$ cat src/sv/mmsm_pkg.sv
// Shared types, constants and sequencer states of the mean and deviation monitor.
package mmsm_pkg;

  localparam int SAMPLE_BITS         = 16;
  localparam int MAX_PACKAGE_SAMPLES = 256;
  localparam int CH_W                = 5;
  localparam int VAL_W               = 24;
  localparam int PCNT_W              = 9;
  localparam int CFG_IDX_W           = 2;
  localparam int CFG_DATA_W          = 16;
  localparam int MUL_W               = 24;
  localparam int PROD_W              = 2 * MUL_W;
  localparam int DIV_DVD_W           = 66;
  localparam int DIV_DSR_W           = 17;
  localparam int DIV_Q_W             = 64;
  localparam int SQRT_W              = 64;
  localparam int ROOT_W              = SQRT_W / 2;

  localparam logic [CFG_IDX_W-1:0] CFG_UNIT_PACKAGES  = 2'd0;
  localparam logic [CFG_IDX_W-1:0] CFG_UNITS_PER_MEAN = 2'd1;
  localparam logic [CFG_IDX_W-1:0] CFG_STD_WINDOW     = 2'd2;

  localparam logic [PCNT_W-1:0] PCNT_MAX         = PCNT_W'(MAX_PACKAGE_SAMPLES);
  localparam logic [10:0]       MEAN_COUNT_MAX   = 11'd2047;
  localparam logic [3:0]        UNIT_COUNT_MAX   = 4'd15;
  localparam logic [17:0]       WINDOW_COUNT_MAX = 18'd131071;
  localparam logic [VAL_W-1:0]  DEV_MAX          = 24'hFFFFFF;

  typedef struct packed {
    logic signed [24:0] psum;
    logic [PCNT_W-1:0]  pcnt;
    logic [38:0]        psq;
    logic signed [34:0] msum;
    logic [10:0]        mcnt;
    logic signed [27:0] usum;
    logic [3:0]         ucnt;
    logic signed [23:0] lmean;
    logic signed [33:0] wsum;
    logic [47:0]        wsq;
    logic [16:0]        wcnt;
  } entry_t;

  typedef struct packed {
    logic [CH_W-1:0]  channel;
    logic             uv;
    logic [VAL_W-1:0] um;
    logic             lv;
    logic [VAL_W-1:0] lm;
    logic             dv;
    logic [VAL_W-1:0] dev;
    logic             last;
  } result_t;

  typedef enum logic [4:0] {
    S_IDLE,
    S_LOAD,
    S_UPD,
    S_PDIV,
    S_WB,
    B_START,
    B_RD,
    B_LOAD,
    B_MEAN,
    B_MDIV,
    B_DEV,
    B_DMUL,
    B_DACC,
    B_DCOMB,
    B_DDIV,
    B_SQRT,
    B_EMIT,
    B_WB,
    B_FLUSH
  } state_t;

endpackage

$ cat src/sv/mmsm_sqrt.sv
// Integer square root, one root bit per cycle.
module mmsm_sqrt (
  input  logic                         clk,
  input  logic                         rst_n,
  input  logic                         start,
  input  logic [mmsm_pkg::SQRT_W-1:0]  value,
  output logic                         done,
  output logic [mmsm_pkg::ROOT_W-1:0]  root
);
  import mmsm_pkg::*;

  localparam int CNT_W = $clog2(ROOT_W);

  logic              busy_r;
  logic              done_r;
  logic [CNT_W-1:0]  cnt_r;
  logic [SQRT_W-1:0] v_r;
  logic [SQRT_W-1:0] r_r;
  logic [SQRT_W-1:0] b_r;
  logic [SQRT_W-1:0] trial;
  logic              ge;

  assign trial = r_r + b_r;
  assign ge    = (v_r >= trial);

  always_ff @(posedge clk) begin
    if (!rst_n) begin
      busy_r <= 1'b0;
      done_r <= 1'b0;
      cnt_r  <= '0;
    end else begin
      done_r <= 1'b0;
      if (start) begin
        busy_r <= 1'b1;
        cnt_r  <= '0;
      end else if (busy_r) begin
        cnt_r <= cnt_r + CNT_W'(1);
        if (cnt_r == CNT_W'(ROOT_W - 1)) begin
          busy_r <= 1'b0;
          done_r <= 1'b1;
        end
      end
    end
  end

  always_ff @(posedge clk) begin
    if (start) begin
      v_r <= value;
      r_r <= '0;
      b_r <= SQRT_W'(1) << (SQRT_W - 2);
    end else if (busy_r) begin
      v_r <= ge ? (v_r - trial) : v_r;
      r_r <= ge ? ((r_r >> 1) + b_r) : (r_r >> 1);
      b_r <= b_r >> 2;
    end
  end

  assign done = done_r;
  assign root = r_r[ROOT_W-1:0];

endmodule
$ cat config.mk
export PLATFORM = sky130hd
export DESIGN_NAME = mmsm_sqrt
export DESIGN_NICKNAME = d
export VERILOG_FILES = /design/src/sv/mmsm_pkg.sv /design/src/sv/mmsm_sqrt.sv
export SDC_FILE = /design/constraint.sdc
export NUM_CORES = 1
export LEC_CHECK = 0
export BUFFER_PORTS_ARGS = -buffer_cell sky130_fd_sc_hd__buf_2
export CORE_ASPECT_RATIO = 0.5
export CORE_MARGIN = 8
export CORE_UTILIZATION = 55
export CTS_CLUSTER_DIAMETER = 100
export CTS_CLUSTER_SIZE = 28
export DETAILED_ROUTE_END_ITERATION = 16
export PLACE_DENSITY = 0.73
export RECOVER_POWER = 25
export REMOVE_ABC_BUFFERS = 1
export SLEW_MARGIN = 20
export SYNTH_ARGS = -nofsm -noshare
export SYNTH_HDL_FRONTEND = slang
export SYNTH_SLANG_ARGS = --single-unit
$ cat constraint.sdc
create_clock -name clk -period 11.82 [get_ports clk]
set_input_delay 1.182 -clock clk [delete_from_list [all_inputs] [get_ports clk]]
set_output_delay 1.182 -clock clk [all_outputs]
set_load 0.02 [all_outputs]
==> results.sh <==
export IMPL_hpwl_um=32800
export IMPL_dieArea_sq_um=34900
export IMPL_intPower_mw=1.69
export IMPL_numPortBuffers=99
export IMPL_grt_max_degree=118
export IMPL_cts_max_path_buffers=2
export IMPL_r2r_start="r_r[2]$_SDFFE_PP0P_"
export IMPL_powerDensity_nw_per_um2=183
export IMPL_vias=15000
export IMPL_avgSynthCellArea_sq_um=7.85
export IMPL_synth_seq_area_share_pct=25.1
export IMPL_rr_worst_depth=22
export IMPL_rows=44
export IMPL_rsz0062_at_grt="false"
export IMPL_clock_latency_ps=470
export IMPL_yosys_register_bits=167
export IMPL_ir_drop_mv=0.103
export IMPL_grt_use_total_pct=24.1
export IMPL_clk_pin_slew_ps=70
export IMPL_first_iter_violations=1183
export IMPL_power_frac_comb_pct=53.8
export IMPL_cts_resized_gates=0
export IMPL_min_period_ps=6470
export IMPL_finalSetupViolCount=0
export IMPL_syn_to_final_growth_pct=5.44
export IMPL_cap_violations=2
export IMPL_timing_reg2reg_setup_slack_ps=5350
export IMPL_min_from="cnt_r[4]$_SDFFE_PP0P_"
export IMPL_final_cell_mix="256 x nand2_1, 205 x nor2_1, 154 x o21ai_0"
export IMPL_layout_commonest_cell="nand2_1"
export IMPL_ys_top_cells_by_area="dfxtp_1 13%, edfxtp_1 12%, ha_1 10%"
export IMPL_antenna_found_initial=0
export IMPL_grt_pass1_vias=13800
export IMPL_yosys_area_top_type="dfxtp_1"
export IMPL_ant_nets=0
export IMPL_async_reset_ff_share_pct=0
export IMPL_worstMarginPinSlew_ps=2660
export IMPL_final_hold_violation_count=0
export IMPL_power_switching_mw=1.37
export IMPL_cts_max_level=4
export IMPL_worstPathRequired_ps=12160
export IMPL_worst_path_max_fanout=63
export IMPL_skew_ps=9.44
export IMPL_grt_ovfl_total=0
export IMPL_finalPower_mw=3.06
export IMPL_max_slew_margin_pct=-77.2
export IMPL_holdCritPathClass="flip-flop to flip-flop"
export IMPL_syn_inst=2021
export IMPL_cp_start_kind="flip-flop"
export IMPL_crit_type="flip-flop to flip-flop"
export IMPL_drive_gt1_share_pct=8.13
export IMPL_core_area_sq_um=28700
export IMPL_postCtsSetupRepairBufs=0
export IMPL_multi_input_area_sq_um=11000
export IMPL_ys_types=83
export IMPL_synth_main_ff_cell="dfxtp_1"
export IMPL_fin_setup_tns_ps=0
export IMPL_holdWs_ps=510
export IMPL_wl_um=43400
export IMPL_cts_root_buf="clkbuf_16"
export IMPL_seqPwrFrac_pct=27.9
export IMPL_min_path_cells=2
export IMPL_die_w_um=256
export IMPL_layout_nets=2204
export IMPL_yosys_area_top_type_share_pct=13.0
export IMPL_period_share_pct=54.7
export IMPL_arrival_ps=6810
export IMPL_cts_tree="built"
export IMPL_via_per_inst=6.21
export IMPL_holdBufCountCts=0
export IMPL_insertedDiodeCount=0
export IMPL_initial_utilization_pct=55.3
export IMPL_final_seq_area_sq_um=3990
export IMPL_drt_pass1_iter_count=5
export IMPL_violations="capacitance limit, slew limit"
export IMPL_whs_endpoint="cnt_r[4]$_SDFFE_PP0P_"
export IMPL_clock_sinks=167
export IMPL_fmax_mhz=155
export IMPL_sw_frac_of_total_pct=44.7
export IMPL_finalMaxSlewViolations=109
export IMPL_n_fill_cell=2694
export IMPL_synth_edf_count=64
export IMPL_num_io_pins=100
export IMPL_status="finished with violations"
export IMPL_timing_rr_end="r_r[43]$_SDFFE_PP0P_"
export IMPL_synth_warnings=0
export IMPL_cts_made_buffers=17
export IMPL_cp_end_kind="flip-flop"
export IMPL_power_share_clock_pct=18.3
export IMPL_synth_area_sq_um=15900
export IMPL_drc_errors=0
export IMPL_place_gp_congestion=0.944
export IMPL_die_height_um=136
export IMPL_leakagePower_nw=6.37
export IMPL_post_drt_wl_per_cell_um=18.0
export IMPL_grt_pass1_wl_um=69900
## cell usage after synthesis, types with 35 or more instances
cell	instances
nand2_1	257
nor2_1	205
o21ai_0	154
a21oi_1	133
ha_1	132
dfxtp_1	103
clkbuf_1	91
xnor2_1	82
xor2_1	66
a31oi_1	65
edfxtp_1	64
a21o_1	54
mux2i_1	45
nand4_1	38
o21bai_1	37
inv_1	36
a311oi_1	35
buf_4	35
## metrics by stage
stage / cell area, sq um / setup slack (ps) / std cells / util (%)
after global placement: 16200 / 5700 / 2376 / 56.6
after detailed placement: 16200 / 5480 / 2376 / 56.6
final: 16700 / 5350 / 2408 / 58.3
after CTS: 16800 / 5480 / 2408 / 58.5
after global routing: 16700 / 4910 / 2408 / 58.3
after floorplan: 15200 / 4650 / 1876 / -
## layer usage
metal,track usage [%],vias up,part of all wire (%)
met5,0,-,0
met2,39.8,452,45
li1,-,7434,-
met3,4.08,59,5.7
met1,32.1,7014,47
met4,7.55,0,2.0
## layout make-up
| class | count | area share, % |
|---|---|---|
| clock buffers | 20 | 2.61 |
| clock inverters | 12 | 0.696 |
| inverters | 36 | 0.808 |
| multi-input cells | 1673 | 66.0 |
| flip-flops and latches | 167 | 23.8 |
| well taps | 391 | 2.92 |
| repair buffers | 109 | 3.13 |
## flip-flops by register name (all words and copies together), names as in the netlist
signal	flops
r_r	64
v_r	64
b_r	32
cnt_r	5
busy_r	1
done	1
## worst max-delay path, stage by stage, from the launching register on
cell and delay [ps]:
dfxtp_1 430, ha_1 300, a31o_2 280, a31oi_4 230, o21ai_2 110, a311oi_2 420, o31ai_2 150, a31oi_1 390
o211ai_1 300, a41oi_1 470, o21bai_1 120, xnor2_1 150, ha_1 410, a21o_1 200, a21o_1 160, a21oi_1 120
o21ai_0 140, a221oi_2 200, buf_4 280, and2_2 360, buf_4 560, o21ai_0 190, a311oi_1 320
## worst max-delay path by stage
stage,start,cells past startpoint,to,slack [ps]
3_5_place_dp,r_r[2]$_SDFFE_PP0P_,22,r_r[9]$_SDFFE_PP0P_,5480
6_report,r_r[2]$_SDFFE_PP0P_,22,r_r[43]$_SDFFE_PP0P_,5350
3_3_place_gp,r_r[2]$_SDFFE_PP0P_,22,r_r[27]$_SDFFE_PP0P_,5700
4_1_cts,r_r[2]$_SDFFE_PP0P_,22,r_r[43]$_SDFFE_PP0P_,5480
2_1_floorplan,r_r[2]$_SDFFE_PP0P_,20,v_r[0]$_DFFE_PP_,4650
5_1_grt,r_r[2]$_SDFFE_PP0P_,22,r_r[5]$_SDFFE_PP0P_,4910
## cell families (layout without fill, tap and decap cells)
logic type                 after synthesis  after routing  share of synthesized area, %
AOI/OAI and AO/OA                      683            683                          28.9
xor gates and xnor gates               148            148                          8.17
buffers and inverters                  181            177                          5.33
muxes                                   52             52                          3.34
and+or+nand+nor                        657            657                          18.6
adders and majority gates              133            133                          10.5
DFF                                    167            167                          25.1
## power groups by stage
stage	Clock [mW]	Combinational (mW)	Sequential [mW]
after detailed placement	0	1.62	0.865
after global placement	0	1.60	0.863
final	0.559	1.65	0.854
after floorplan	0	1.24	0.850
after global routing	0.585	1.83	0.866
after CTS	0.563	1.63	0.853
Note: power is estimated with default switching activity, not from simulation.
