File: src/sv/mmsm_pkg.sv
// Shared types, constants and sequencer states of the mean and deviation monitor.
package mmsm_pkg;

  localparam int SAMPLE_BITS         = 16;
  localparam int MAX_PACKAGE_SAMPLES = 256;
  localparam int CH_W                = 5;
  localparam int VAL_W               = 24;
  localparam int PCNT_W              = 9;
  localparam int CFG_IDX_W           = 2;
  localparam int CFG_DATA_W          = 16;
  localparam int MUL_W               = 24;
  localparam int PROD_W              = 2 * MUL_W;
  localparam int DIV_DVD_W           = 66;
  localparam int DIV_DSR_W           = 17;
  localparam int DIV_Q_W             = 64;
  localparam int SQRT_W              = 64;
  localparam int ROOT_W              = SQRT_W / 2;

  localparam logic [CFG_IDX_W-1:0] CFG_UNIT_PACKAGES  = 2'd0;
  localparam logic [CFG_IDX_W-1:0] CFG_UNITS_PER_MEAN = 2'd1;
  localparam logic [CFG_IDX_W-1:0] CFG_STD_WINDOW     = 2'd2;

  localparam logic [PCNT_W-1:0] PCNT_MAX         = PCNT_W'(MAX_PACKAGE_SAMPLES);
  localparam logic [10:0]       MEAN_COUNT_MAX   = 11'd2047;
  localparam logic [3:0]        UNIT_COUNT_MAX   = 4'd15;
  localparam logic [17:0]       WINDOW_COUNT_MAX = 18'd131071;
  localparam logic [VAL_W-1:0]  DEV_MAX          = 24'hFFFFFF;

  typedef struct packed {
    logic signed [24:0] psum;
    logic [PCNT_W-1:0]  pcnt;
    logic [38:0]        psq;
    logic signed [34:0] msum;
    logic [10:0]        mcnt;
    logic signed [27:0] usum;
    logic [3:0]         ucnt;
    logic signed [23:0] lmean;
    logic signed [33:0] wsum;
    logic [47:0]        wsq;
    logic [16:0]        wcnt;
  } entry_t;

  typedef struct packed {
    logic [CH_W-1:0]  channel;
    logic             uv;
    logic [VAL_W-1:0] um;
    logic             lv;
    logic [VAL_W-1:0] lm;
    logic             dv;
    logic [VAL_W-1:0] dev;
    logic             last;
  } result_t;

  typedef enum logic [4:0] {
    S_IDLE,
    S_LOAD,
    S_UPD,
    S_PDIV,
    S_WB,
    B_START,
    B_RD,
    B_LOAD,
    B_MEAN,
    B_MDIV,
    B_DEV,
    B_DMUL,
    B_DACC,
    B_DCOMB,
    B_DDIV,
    B_SQRT,
    B_EMIT,
    B_WB,
    B_FLUSH
  } state_t;

endpackage

File: src/sv/mmsm_div.sv
// Restoring divider, one quotient bit per cycle, sign applied to the quotient.
module mmsm_div (
  input  logic                           clk,
  input  logic                           rst_n,
  input  logic                           start,
  input  logic [mmsm_pkg::DIV_DVD_W-1:0] dividend,
  input  logic [mmsm_pkg::DIV_DSR_W-1:0] divisor,
  input  logic                           negate,
  output logic                           done,
  output logic [mmsm_pkg::DIV_Q_W-1:0]   quotient
);
  import mmsm_pkg::*;

  localparam int CNT_W = $clog2(DIV_DVD_W + 1);

  logic                 busy_r;
  logic                 done_r;
  logic [CNT_W-1:0]     cnt_r;
  logic [DIV_DVD_W-1:0] dvd_r;
  logic [DIV_DSR_W-1:0] rem_r;
  logic [DIV_DSR_W-1:0] dsr_r;
  logic                 neg_r;
  logic [DIV_DSR_W:0]   shifted;
  logic [DIV_DSR_W+1:0] diff;
  logic                 ge;
  logic [DIV_Q_W-1:0]   q_mag;

  assign shifted = {rem_r, dvd_r[DIV_DVD_W-1]};
  assign diff    = {1'b0, shifted} - {2'b00, dsr_r};
  assign ge      = !diff[DIV_DSR_W+1];
  assign q_mag   = dvd_r[DIV_Q_W-1:0];

  always_ff @(posedge clk) begin
    if (!rst_n) begin
      busy_r <= 1'b0;
      done_r <= 1'b0;
      cnt_r  <= '0;
    end else begin
      done_r <= 1'b0;
      if (start) begin
        busy_r <= 1'b1;
        cnt_r  <= '0;
      end else if (busy_r) begin
        cnt_r <= cnt_r + CNT_W'(1);
        if (cnt_r == CNT_W'(DIV_DVD_W - 1)) begin
          busy_r <= 1'b0;
          done_r <= 1'b1;
        end
      end
    end
  end

  always_ff @(posedge clk) begin
    if (start) begin
      dvd_r <= dividend;
      rem_r <= '0;
      dsr_r <= divisor;
      neg_r <= negate;
    end else if (busy_r) begin
      dvd_r <= {dvd_r[DIV_DVD_W-2:0], ge};
      rem_r <= ge ? diff[DIV_DSR_W-1:0] : shifted[DIV_DSR_W-1:0];
    end
  end

  assign done     = done_r;
  assign quotient = neg_r ? (DIV_Q_W'(0) - q_mag) : q_mag;

endmodule

File: config.mk
export PLATFORM = sky130hd
export DESIGN_NAME = mmsm_div
export DESIGN_NICKNAME = d
export VERILOG_FILES = /design/src/sv/mmsm_pkg.sv /design/src/sv/mmsm_div.sv
export SDC_FILE = /design/constraint.sdc
export NUM_CORES = 1
export LEC_CHECK = 0
export BUFFER_PORTS_ARGS = -buffer_cell sky130_fd_sc_hd__buf_2
export CAP_MARGIN = 20
export CORE_ASPECT_RATIO = 2
export CORE_MARGIN = 1
export CORE_UTILIZATION = 42
export DETAILED_ROUTE_END_ITERATION = 6
export GPL_TIMING_DRIVEN = 1
export REMOVE_ABC_BUFFERS = 1
export SLEW_MARGIN = 5
export SYNTH_ARGS = -nofsm -noshare
export SYNTH_HDL_FRONTEND = slang
export SYNTH_SLANG_ARGS = --single-unit
File: constraint.sdc
create_clock -name clk -period 3.4 [get_ports clk]
set_clock_uncertainty 0.2 [all_clocks]
set_input_delay 0.34 -clock clk [delete_from_list [all_inputs] [get_ports clk]]
set_output_delay 0.34 -clock clk [all_outputs]
set_load 0.02 [all_outputs]
==> impl_results.md, run 1 <==
- Status: complete, but fails checks
- Violated checks: negative setup slack
- Mapped cell area: 6740 sq um
- Syn Area/Cell: 10.9 sq um
- Share of layout cells above drive strength 1: 0.395
- Layout Nets: 930
- Core box area: 15700 sq um
- Met1 Use GR: 0.213
- Layout area overhead: 30.0%
- Fill cells: 1396
- Vias in the first global route: 5895
- Worst Tran Pin Value: 785 ps
- Ant diodes: 0
- Non-filler instance count after layout: 1028
- Top-area cell type share of the netlist area: 0.375
- Post-synth cell types: 60
- Endpoints failing setup: 9
- Worst setup margin: -89.6 ps
- Die W: 91.5 microns
- Maximum VDD drop: 358 uV
- Worst Setup End Kind: primary output
- Hold WS: 16.4 ps
- Cell taking the most area after synthesis: edfxtp_1
- Remaining Overflow, GRT: 0
- H-Tree Depth: 3
- Worst-path fanout max: 6
- Period utilisation layout: 1.03
- All-layer global routing usage: 0.225
- I/O Pins: 152
- P per Cell Area: 448 nW/um^2
- Sink Count: 110
- Die Ht: 181 microns
- CP startpoint kind: flip-flop
- Async S/R FF share, synth: 0
- Met2 Usage GRT: 0.439
- ANT nets after route: 0
- Drt pass-1 iters: 4
- Max transition margin: 0.477
- CTS tree: done
- Gate Count Post-Synth: 616
- Max Freq: 0.287 GHz
- Hpwl dp: 13800 microns
- Drt wl/cell: 18.1 microns
- Row Count: 65
- Crit path kind: flip-flop to primary output
- Commonest non-fill, non-tap cells in the layout: buf_2 (136), edfxtp_1 (84), xnor2_1 (68)
- Clock-pin slew on the worst setup and hold paths: 80 ps
- Sequential share of the synthesized area: 0.452
- GR Util met3: 0.0450
- Final Max Tran Viols: 0
- Drt via density: 5.38
- Yosys warns: 0
- Final wirelength: 18600 microns
- DR iter-0 viols: 195
- Worst path arrival time: 2950 ps
- First-pass GRT wire length: 29000 microns
- Dominant synthesized flop cell: edfxtp_1
- #FFs+latches synth: 110
- Die area: 16600 sq um
- Antenna violations before repair: 0
- DRC: 0
- Data required, critical path: 2860 ps
- Most used routing layer: met2
- Leakage: 3.49 nW
- RSZ-0062 raised after global routing: yes
- Max-Cap Viols: 0
- Total CTS buffers: 9
- Hold Fails Final Rpt: 0
- Clk buf depth: 2
- Worst slack, placed: 104 ps
- Routability cong.: 0.852
- FF+latch area: 3040 sq um
- Number of port buffers: 151
- Via count: 5530
- Post-synth EDFFs: 84
- Top post-synthesis cells by area: edfxtp_1 (37%), mux2_2 (10%), xnor2_1 (9.1%)
- Setup_tns: -311 ps
- Largest net degree at the start of global routing: 67
- Placed cell count: 979
- Clk Latency, worst-skew pair: 350 ps
- Fin util: 0.558
- Most common cell after layout, fill and taps aside: buf_2
- Multi-input logic area: 3640 sq um
- Initial core utilization: 0.429
- Tmin final: 3490 ps
- Hold WC Path Type: input pin to flip-flop
- Root Buffer: clkbuf_16
-- what timing repair did --
action,4_1_cts,5_1_grt
gates resized for setup,22,31
pin swaps,14,11
endpoints found under the setup margin,18,22
hold endpoints to repair,18,0
buffers inserted,8,7
hold buffers,18,0
-- metal layers --
layer | vias up | part of all wire
met4 | 0 | 0.043
met1 | 2641 | 0.34
met5 | - | 0
met3 | 47 | 0.047
li1 | 2697 | -
met2 | 145 | 0.57
-- final cells by class --
| cell class | count | area share |
|---|---|---|
| multi-input combinational | 447 | 0.416 |
| inverter | 32 | 0.0137 |
| timing repair buffer | 222 | 0.159 |
| clock inverter | 6 | 0.00900 |
| sequential | 110 | 0.347 |
| tap | 201 | 0.0287 |
| clock buffer | 10 | 0.0261 |
-- worst max-delay path, cell delays in order, from the launching register on --
cell and delay, ps:
edfxtp_1 400, or4_4 580, nor4_4 260, nand4_2 190, or3_4 420, buf_4 160, buf_4 140, o21ai_4 160
xnor2_2 130, buf_4 170
-- synth_stat cells, types with 5 or more instances --
cell type  instances
buf_1              5
nand2b_1           8
nor2_1            32
or3_1             11
dfxtp_1           26
or2_2              5
mux2i_1            8
nor3_1             6
o41ai_1            6
xnor2_1           70
a21oi_1           20
o31ai_1           23
inv_1             32
nand4_1            5
edfxtp_1          84
nand2_1           37
or4_1              9
o21ai_0           35
ha_1              20
a32oi_1            5
a211oi_1          12
clkbuf_1          15
mux2_2            62
xor2_1             8
nor4_1             8
nand3_1            7
-- sequential cells by signal, indices dropped and copies added (netlist names) --
| register | cells |
|---|---|
| busy_r | 1 |
| cnt_r | 7 |
| done | 1 |
| dsr_r | 17 |
| dvd_r | 66 |
| neg_r | 1 |
| rem_r | 17 |
-- power by group --
| part | total (mW) | switching [mW] | internal [mW] |
|---|---|---|---|
| Sequential | 1.70 | 0.108 | 1.59 |
| Combinational | 1.11 | 0.618 | 0.490 |
| Clock | 1.12 | 0.529 | 0.589 |
| Total | 3.92 | 1.26 | 2.67 |
-- kinds of logic (layout without fill, tap and decap cells) --
family          count (synthesis)  in the layout  share of synthesized area
mux                            70             70                      0.116
xor+xnor                       78             78                      0.101
buf+inv                        59            270                     0.0353
flops                         110            110                      0.452
compound gates                123            123                      0.127
fa+ha+maj                      21             21                     0.0401
simple gates                  155            155                      0.129
-- per-stage QoR --
| stage | power [mW] | area (sq um) |
|---|---|---|
| after floorplan | 2.35 | 6620 |
| after global placement | 2.74 | 7930 |
| after detailed placement | 2.76 | 7930 |
| after CTS | 3.91 | 8570 |
| after global routing | 4.08 | 8760 |
| final | 3.92 | 8760 |
-- path summary, 6_finish.rpt --
path	from	end	slack (ps)	depth (start not counted)
min reg2reg	rem_r[16]	rem_r[16]	280	2
max reg2reg	dvd_r[65]	rem_r[4]	230	12
min	rst_n	busy_r	20	2
max	dvd_r[9]	quotient[49]	-90	9
Power figures use the tool's default switching activity.
==> run 2, diff against run 1 <==
--- a/config.mk
+++ b/config.mk
@@ -10,8 +10,10 @@
 export CORE_ASPECT_RATIO = 2
 export CORE_MARGIN = 1
 export CORE_UTILIZATION = 42
+export CTS_CLUSTER_SIZE = 14
 export DETAILED_ROUTE_END_ITERATION = 6
 export GPL_TIMING_DRIVEN = 1
+export PLACE_DENSITY = 0.73
 export REMOVE_ABC_BUFFERS = 1
 export SLEW_MARGIN = 5
 export SYNTH_ARGS = -nofsm -noshare
==> constraint.sdc (replaced) <==
create_clock -name clk -period 3.5 [get_ports clk]
set_clock_uncertainty 0.2 [all_clocks]
set_input_delay 0.35 -clock clk [delete_from_list [all_inputs] [get_ports clk]]
set_output_delay 0.35 -clock clk [all_outputs]
set_load 0.02 [all_outputs]
==> impl_results.md, run 2 (synthesis gave the netlist of run 1 again) <==
- Clk buf depth: 2 (unchanged)
- ANT nets after route: 0 (unchanged)
- Worst slack, placed: 102 ps (-1.86 ps)
- Root Buffer: clkbuf_16
- Placed cell count: 975 (-0.41%)
- Placement Cell Area: 7900 sq um (-0.38%)
- Hold WS: 57.2 ps (+40.8 ps)
- Maximum VDD drop: 311 uV (-13%)
- Worst Hold Path Cells: 2 (unchanged)
- CP startpoint kind: flip-flop
- Reg-to-reg slack, setup: 320 ps (+90 ps)
- Routability cong.: 0.855 (+0.31%)
- Via count: 5532 (+0.036%)
- CP Launch Point: dvd_r[31]
- DR iter-0 viols: 158 (-19%)
- Tmin final: 3550 ps
- Top Registers: dvd_r (66), dsr_r (17), rem_r (17)
- FF-to-FF Start: dvd_r[65]
- Violated checks: negative setup slack
- Reg2Reg Depth: 12 (unchanged)
- DRC: 0 (unchanged)
- Status: complete, but fails checks
- Hold Startpoint: rst_n
- Drt via density: 5.37 (-0.25%)
- Initial core utilization: 0.429 (unchanged)
- P per Cell Area: 422 nW/um^2 (-5.9%)
- Worst Tran Pin Value: 677 ps (-107 ps)
- Antenna violations before repair: 0 (unchanged)
- Commonest non-fill, non-tap cells in the layout: buf_2 (146), edfxtp_1 (84), xnor2_1 (69)
- Sink Count: 110 (unchanged)
- Endpoints failing setup: 3 (-6)
- Drt wl/cell: 17.1 microns (-5.7%)
- Worst Hold Path EP: busy_r
- Drt pass-1 iters: 4 (unchanged)
- Share of layout cells above drive strength 1: 0.392 (-0.00337)
- Remaining Overflow, GRT: 0 (unchanged)
- Hold WC Path Type: input pin to flip-flop
- Data required, critical path: 2950 ps (+90 ps)
- Largest net degree at the start of global routing: 67 (unchanged)
- CTS tree: done
- Worst setup margin: -53.6 ps (+36.0 ps)
- Hpwl dp: 12700 microns (-7.9%)
- Core box area: 15700 sq um (unchanged)
- Crit path kind: flip-flop to primary output
- Layout Nets: 932 (+0.22%)
- Worst Setup End Kind: primary output
- Final wirelength: 17600 microns (-5.4%)
- Number of port buffers: 151 (unchanged)
- Total CTS buffers: 9 (unchanged)
- Die area: 16600 sq um (unchanged)
- All-layer global routing usage: 0.213 (-0.0112)
- H-Tree Depth: 3 (unchanged)
- Clock-pin slew on the worst setup and hold paths: 80 ps (about the same)
- Most common cell after layout, fill and taps aside: buf_2
- Die W: 91.5 microns (unchanged)
- Max Freq: 0.281 GHz
- Worst-path fanout max: 3 (-3)
- Max reg flops: 66 (unchanged)
- Max transition margin: 0.549 (+0.0716)
- Layout area overhead: 28.7%
- Max-Cap Viols: 0 (unchanged)
- Final Max Tran Viols: 0 (unchanged)
- Leakage: 3.45 nW (-1.2%)
- Fin util: 0.552 (-0.00582)
- I/O Pins: 152 (unchanged)
- Die Ht: 181 microns (unchanged)
- First-pass GRT wire length: 27800 microns (-4.1%)
- Non-filler instance count after layout: 1031 (+0.29%)
- Row Count: 65 (unchanged)
- Worst path arrival time: 3000 ps (+50 ps)
- Top reg by flops: dvd_r
- Post-layout instance area: 8670 sq um (-1.0%)
- Vias in the first global route: 5711 (-3.1%)
- Period utilisation layout: 1.02
- Worst R2R End: rem_r[6]
- RSZ-0062 raised after global routing: yes
- Clk Latency, worst-skew pair: 340 ps (about the same)
- Hold Fails Final Rpt: 0 (unchanged)
-- run 2: cell count changes in the layout (fill, tap and decap cells not counted), moves of 2 or more --
cell        previous run  this run
buf_2                136       146
buf_4                 65        59
buf_6                  2         0
clkinvlp_4             0         2
inv_8                  2         0
o41ai_2                1         3
-- run 2: worst max path at each step --
stage | end | slack (ps) | cells past startpoint
3_3_place_gp | quotient[59] | 140 | 7
3_5_place_dp | quotient[59] | 100 | 7
2_1_floorplan | rem_r[0] | -40 | 11
5_1_grt | quotient[62] | -140 | 9
4_1_cts | quotient[63] | -30 | 8
6_report | quotient[62] | -50 | 9
-- run 2: where the power goes --
part / switching, mW / leakage (nW) / internal [mW]
clock: 0.470 / 0.123 / 0.485
combinational: 0.587 / 2.27 / 0.464
sequential: 0.103 / 1.05 / 1.54
total: 1.16 / 3.45 / 2.49
-- run 2: per-stage QoR --
stage | power [mW] | setup TNS (ps)
global placement | 2.65 | 0
floorplan | 2.29 | -44.0
detailed placement | 2.66 | 0
global route | 3.83 | -606
CTS | 3.66 | -36.5
finish | 3.65 | -89.6
-- run 2: layout make-up --
cell class	instances	area (sq um)
clock inverters	5	36.3
repair buffers	224	1370
fillers	1365	7030
flip-flops and latches	110	3040
clock buffers	11	233
well taps	201	251
diodes	1	2.50
multi-input cells	447	3610
inverters	32	120
-- run 2: repair_timing --
action                                 4_1_cts  5_1_grt
hold buffers                                18        0
resized for setup                           17       17
setup buffers                               10       11
endpoints found under the hold margin       18        0
pin swaps                                    6        8
setup endpoints to repair                   12       16
-- run 2: worst max-delay path, stage by stage, from the launching register on --
cell and delay, ps:
edfxtp_1 440, or4_4 560, buf_4 150, nor3_2 190
and4_4 300, nand3_2 110, or3_4 370, o31ai_4 230
xnor2_1 150, buf_4 170
-- run 2: layer usage --
metal,GRT usage,share of wire,vias to the layer above
li1,-,-,2707
met1,0.226,0.37,2621
met2,0.408,0.55,176
met3,0.0459,0.057,28
met4,0.0679,0.024,0
met5,0,0,-
